<file path="config.mk">
export PLATFORM = sky130hd
export DESIGN_NAME = arc_scroll_offset
export DESIGN_NICKNAME = d
export VERILOG_FILES = /design/src/hw/rtl/aso_pkg.sv /design/src/hw/rtl/aso_isqrt.sv /design/src/hw/rtl/arc_scroll_offset.sv
export SDC_FILE = /design/constraint.sdc
export NUM_CORES = 1
export LEC_CHECK = 0
export BUFFER_PORTS_ARGS = -buffer_cell sky130_fd_sc_hd__buf_2
export CAP_MARGIN = 20
export CORE_AREA = 2 2 220 222
export CTS_BUF_LIST = sky130_fd_sc_hd__clkbuf_16
export CTS_CLUSTER_SIZE = 10
export DETAILED_ROUTE_END_ITERATION = 8
export DIE_AREA = 0 0 222 224
export HOLD_SLACK_MARGIN = 0.02
export PLACE_DENSITY = 0.67
export SLEW_MARGIN = 25
export SYNTH_ARGS = -nofsm -noshare
export SYNTH_HDL_FRONTEND = slang
export SYNTH_SLANG_ARGS = --single-unit
</file>
<file path="constraint.sdc">
create_clock -name clk -period 7.2 [get_ports clk]
set_input_delay 1.08 -clock clk [delete_from_list [all_inputs] [get_ports clk]]
set_output_delay 1.08 -clock clk [all_outputs]
set_load 0.1 [all_outputs]
</file>
<file path="src/hw/rtl/aso_pkg.sv">
// ----------------------------------------------------------------------------
// aso_pkg
// Shared widths and constants for the arc scroll offset block.
// ----------------------------------------------------------------------------
package aso_pkg;

    localparam int RAD_W  = 31;
    localparam int ROOT_W = 16;
    localparam int MAG_W  = 17;

    localparam logic [15:0]      MAX_RADIUS   = 16'd46340;
    localparam logic [7:0]       ALPHA_BASE   = 8'd250;
    localparam logic [RAD_W-1:0] ROOT_TOP_BIT = RAD_W'(32'h4000_0000);

    typedef logic [RAD_W-1:0]  radicand_t;
    typedef logic [ROOT_W-1:0] root_t;

endpackage

</file>
<file path="src/hw/rtl/aso_isqrt.sv">
// ----------------------------------------------------------------------------
// aso_isqrt
// Bit-by-bit integer square root, one result bit per cycle.
// ----------------------------------------------------------------------------
module aso_isqrt (
    input  logic              clk,
    input  logic              rst_n,
    input  logic              start,
    input  aso_pkg::radicand_t radicand,
    output logic              busy,
    output aso_pkg::root_t    root
);
    import aso_pkg::*;

    logic             busy_reg, busy_next;
    logic [RAD_W-1:0] rem_reg, rem_next;
    logic [RAD_W-1:0] acc_reg, acc_next;
    logic [RAD_W-1:0] bit_reg, bit_next;
    logic [RAD_W:0]   trial;

    assign trial = {1'b0, acc_reg} + {1'b0, bit_reg};

    always_comb
    begin
        busy_next = busy_reg;
        rem_next  = rem_reg;
        acc_next  = acc_reg;
        bit_next  = bit_reg;
        if (start)
        begin
            busy_next = 1'b1;
            rem_next  = radicand;
            acc_next  = '0;
            bit_next  = ROOT_TOP_BIT;
        end
        else if (busy_reg)
        begin
            if ({1'b0, rem_reg} >= trial)
            begin
                rem_next = rem_reg - trial[RAD_W-1:0];
                acc_next = (acc_reg >> 1) + bit_reg;
            end
            else
            begin
                acc_next = acc_reg >> 1;
            end
            bit_next = bit_reg >> 2;
            if (bit_reg[0])
                busy_next = 1'b0;
        end
    end

    always_ff @(posedge clk or negedge rst_n)
    begin
        if (!rst_n)
            busy_reg <= 1'b0;
        else
            busy_reg <= busy_next;
    end

    always_ff @(posedge clk)
    begin
        rem_reg <= rem_next;
        acc_reg <= acc_next;
        bit_reg <= bit_next;
    end

    assign busy = busy_reg;
    assign root = acc_reg[ROOT_W-1:0];

endmodule

</file>
<file path="src/hw/rtl/arc_scroll_offset.sv">
// ----------------------------------------------------------------------------
// arc_scroll_offset
// Projects a list item's vertical distance onto a circular arc.
// ----------------------------------------------------------------------------
// Usage:
//   Write the radius through cfg_we/cfg_wdata while the block is idle.
//   Input channel in_valid/in_ready carries distance_y; one transfer gives
//   one result transfer on out_valid/out_ready with ok, shift_x and alpha.
//   A radius of zero or above 46340 gives ok=0 and zero fields.
// Sequence:
//   When the root is needed, an item goes from input to result through a
//   multiply of the radius and then of |y| on the shared 17x17 multiplier, a
//   load step and the bit-serial square root, then the output write.
//   Invalid radius or |y| >= r skips the root. One item at a time; in_ready
//   is high only while the sequencer is idle.
//   The next item is taken the cycle after the output write, so a new item
//   is accepted only once the last result has been written.
// Reset:
//   Clears the radius to zero and drops all valid flags.
// Stall:
//   A pending result waits in the output register; the sequencer holds its
//   finished result until the output register is free.
// ----------------------------------------------------------------------------
module arc_scroll_offset (
    input  logic        clk,
    input  logic        rst_n,
    input  logic        cfg_we,
    input  logic [15:0] cfg_wdata,
    input  logic        in_valid,
    output logic        in_ready,
    input  logic signed [15:0] distance_y,
    output logic        out_valid,
    input  logic        out_ready,
    output logic        ok,
    output logic signed [15:0] shift_x,
    output logic [7:0]  alpha
);
    import aso_pkg::*;

    localparam logic [2:0] S_IDLE = 3'd0;
    localparam logic [2:0] S_SQR  = 3'd1;
    localparam logic [2:0] S_SQY  = 3'd2;
    localparam logic [2:0] S_LOAD = 3'd3;
    localparam logic [2:0] S_ROOT = 3'd4;
    localparam logic [2:0] S_DONE = 3'd5;

    logic [2:0]       state_reg, state_next;
    logic [15:0]      radius_reg;
    logic [MAG_W-1:0] mag_reg, mag_next;
    logic [RAD_W-1:0] prod_reg, rsq_reg;
    logic             use_root_reg, use_root_next;
    logic             out_valid_reg;
    logic             ok_reg;
    logic [15:0]      shift_x_reg;
    logic [7:0]       alpha_reg;

    logic [MAG_W-1:0]   mul_a;
    logic [2*MAG_W-1:0] mul_p;
    logic               rad_ok;
    logic               near;
    logic               sqrt_start;
    logic               sqrt_busy;
    root_t              sqrt_root;
    logic               out_free;
    logic               out_write;
    logic [15:0]        shift_val;

    assign rad_ok   = (radius_reg != 16'd0) && (radius_reg <= MAX_RADIUS);
    assign near     = mag_reg >= {1'b0, radius_reg};
    assign mul_a    = (state_reg == S_SQR) ? {1'b0, radius_reg} : mag_reg;
    assign mul_p    = mul_a * mul_a;
    assign out_free = !out_valid_reg || out_ready;
    assign in_ready = (state_reg == S_IDLE);

    assign mag_next = distance_y[15] ? (MAG_W'(17'h10000) - {1'b0, distance_y})
                                     : {1'b0, distance_y};

    aso_isqrt u_isqrt (
        .clk      (clk),
        .rst_n    (rst_n),
        .start    (sqrt_start),
        .radicand (rsq_reg - prod_reg),
        .busy     (sqrt_busy),
        .root     (sqrt_root)
    );

    always_comb
    begin
        state_next    = state_reg;
        use_root_next = use_root_reg;
        sqrt_start    = 1'b0;
        out_write     = 1'b0;
        unique case (state_reg)
            S_IDLE:
            begin
                if (in_valid)
                    state_next = S_SQR;
            end
            S_SQR:  state_next = S_SQY;
            S_SQY:  state_next = S_LOAD;
            S_LOAD:
            begin
                use_root_next = rad_ok && !near;
                sqrt_start    = rad_ok && !near;
                state_next    = (rad_ok && !near) ? S_ROOT : S_DONE;
            end
            S_ROOT:
            begin
                if (!sqrt_busy)
                    state_next = S_DONE;
            end
            S_DONE:
            begin
                if (out_free)
                begin
                    out_write  = 1'b1;
                    state_next = S_IDLE;
                end
            end
            default: state_next = S_IDLE;
        endcase
    end

    assign shift_val = use_root_reg ? (sqrt_root - radius_reg) : (16'd0 - radius_reg);

    always_ff @(posedge clk or negedge rst_n)
    begin
        if (!rst_n)
        begin
            state_reg     <= S_IDLE;
            radius_reg    <= 16'd0;
            out_valid_reg <= 1'b0;
        end
        else
        begin
            state_reg <= state_next;
            if (cfg_we)
                radius_reg <= cfg_wdata;
            if (out_write)
                out_valid_reg <= 1'b1;
            else if (out_ready)
                out_valid_reg <= 1'b0;
        end
    end

    always_ff @(posedge clk)
    begin
        if (in_valid && in_ready)
            mag_reg <= mag_next;
        if (state_reg == S_SQR || state_reg == S_SQY)
            prod_reg <= mul_p[RAD_W-1:0];
        if (state_reg == S_SQY)
            rsq_reg <= prod_reg;
        use_root_reg <= use_root_next;
        if (out_write)
        begin
            ok_reg      <= rad_ok;
            shift_x_reg <= rad_ok ? shift_val : 16'd0;
            alpha_reg   <= rad_ok ? (ALPHA_BASE + {shift_val[6:0], 1'b0}) : 8'd0;
        end
    end

    assign out_valid = out_valid_reg;
    assign ok        = ok_reg;
    assign shift_x   = shift_x_reg;
    assign alpha     = alpha_reg;

endmodule

</file>
==> reports/qor.yml <==
hold_path:
  hp-start: "prod_reg[10]"
  hp-class: "reg2reg"
floorplanning:
  die_w_um: 222
  rows: 80
  initial_utilization: 0.445
  die_h_um: 224
  io_pins: 64
  core-area_sq_um: 47300
  die_area_sq_um: 49700
placed_design:
  placed_area_sq_um: 22300
  io_buffer_count: 62
  routabilityCongestion: 0.928
  dp_hpwl_um: 41500
yosys:
  synth_top_family_by_area: "adder cells"
  muxShareOfSynthArea: 0.0211
  yosys.area_share.simple: 0.121
  synth_edf_count: 133
  synth_commonest_cells: "inv_1 (356), ha_1 (219), fa_1 (194)"
  yosysWarnings: 0
  ys_types: 83
  ys.flop_type: "edfxtp_1"
  yosysSeqAreaShare: 0.259
  synth_adder_area_share: 0.314
  synth_seq_cells: 201
  synth_most_common_cell: "inv_1"
  synth_top_cell_by_area: "edfxtp_1"
  yosys-top-cells-area: "edfxtp_1 (19%), fa_1 (18%), ha_1 (13%)"
  avgSynthCellArea_sq_um: 9.41
  async_reset_ff_frac: 0.104
  synth.top_cell.area_share: 0.190
  syn-instance-count: 2239
  synth-xor-area-share: 0.0674
  syn_area_sq_um: 21100
  synth-compound-area-share: 0.140
routing:
  wirelength_um: 51500
  drc: 0
  drtAntennaViolNets: 0
  drtIter0Drc: 1019
  vias_per_cell: 5.36
  wire_per_inst_um: 17.3
  num_vias: 15900
  firstDrtPassIters: 7
timing:
  clock_skew_ps: 16.6
  max_clock_freq_mhz: 142
  slew_headroom: 0.351
  tns_ps: 0
  period_needed_ps: 7020
  worst_slew_pin_slew_ps: 971
  finalCritPeriodShare: 0.975
  drv_slew: 0
  final-setup-viol-count: 0
  hold_viol_final: 0
worst_setup_path:
  crit_arrival_ps: 7320
  cp.required_ps: 7500
  crit_fanout: 7
  startpoint_type: "register"
  worstSetupEndpointType: "register"
  reg2reg_slack_ps: 180
  crit_type: "reg2reg"
  r2r-start: "state_reg[1]"
  cp-startpoint: "state_reg[1]"
final_layout:
  fillers: 4400
  num-nets-final: 2786
  syn2layout_area_growth_pct: 11.0
  final_cell_area_sq_um: 23400
  drive_gt1_frac: 0.104
  num_antenna_cells: 0
run_status:
  status: "finished clean"
clock_network:
  cts_tree: "built"
  cts_buffers: 26
  h-tree-depth: 1
  clock_sinks: 201
  clk_pin_slew_ps: 60
  clkLatencyLatePin_ps: 550
  cts_hold_buffers: 0
  clk_path_buf_depth: 3
  cts_root_buffer: "clkbuf_16"
grt:
  grt_max_degree: 70
  grt_pass1_wl_um: 84000
  gr-total-overflow: 0
  grt_pass1_vias: 16400
  grt_util_all_layers: 0.208
  antenna_found_initial: 0
flow_run:
  maxCapViolations: 0
-- path summary, 6_finish.rpt --
kind / to / depth (start not counted)
max reg2reg: prod_reg[29] / 26
min reg2reg: rsq_reg[10] / 0
min in group asynchronous: out_valid / 1
max in group asynchronous: u_isqrt.busy / 1
min: rsq_reg[10] / 0
max: prod_reg[29] / 26
-- repair_timing --
item | CTS | global route
endpoints found under the hold margin | 0 | 0
endpoints found under the setup margin | 5 | 9
gates cloned | 0 | 1
pin swaps | 2 | 16
buffers inserted | 1 | 9
resized for setup | 4 | 42
-- critical path, stage by stage (launching register included) --
cell and delay, ps:
dfrtp_1 410, nor3b_4 220, buf_6 160, clkbuf_16 160, mux2_2 370, buf_4 180
nand2_2 90, fa_1 450, fa_1 480, fa_1 520, inv_1 50, fa_1 470
fa_1 550, inv_1 60, fa_1 530, inv_1 40, ha_1 290, and2_1 190
a221oi_2 340, o21ai_2 150, o311ai_4 250, a21oi_2 100, a21bo_2 230, a21oi_2 160
o21bai_1 80, a21oi_1 170, xnor2_1 80
-- per-stage QoR --
stage	hold slack [ps]	cells	worst slack [ps]	util
4_1_cts	449	2961	-26.0	0.488
2_1_floorplan	426	2240	22.9	-
5_1_grt	455	2971	-55.1	0.494
3_5_place_dp	435	2912	-253	0.471
6_report	449	2971	182	0.494
3_3_place_gp	440	2912	-96.1	0.471
-- per-layer routing --
metal  up-vias  part of all wire  GRT usage
met3        89             0.035     0.0228
met5         -                 0          0
li1       7716                 -          -
met1      7796              0.46      0.279
met2       328              0.48      0.358
met4         0             0.030     0.0571
-- cell type report --
class,count,area (sq um),area share
clock buffers,27,676,0.0289
multi-input cells,1622,14200,0.607
inverters,363,1370,0.0586
repair buffers,122,811,0.0347
well taps,615,769,0.0329
clock inverters,21,88.8,0.00380
flip-flops and latches,201,5460,0.234
-- cell usage in the layout (no fill, tap or decap), types with 55 or more instances in the layout --
cell	instances
a21oi_1	104
buf_2	62
buf_4	55
edfxtp_1	133
fa_1	194
ha_1	215
inv_1	366
nand2_1	186
nor2_1	181
o21ai_0	96
xnor2_1	105
xor2_1	57
-- cells by family (layout without fill, tap and decap cells) --
| logic type | Yosys count | in the layout |
|---|---|---|
| fa+ha+maj | 413 | 413 |
| compound gates | 446 | 446 |
| mux | 43 | 43 |
| flops | 201 | 201 |
| simple gates | 556 | 556 |
| buf+inv | 417 | 533 |
| other cells | 1 | 2 |
| xor+xnor | 162 | 162 |
Power is not shown: default switching activity piles up to over one toggle a cycle in this logic, so the estimate is an artifact.
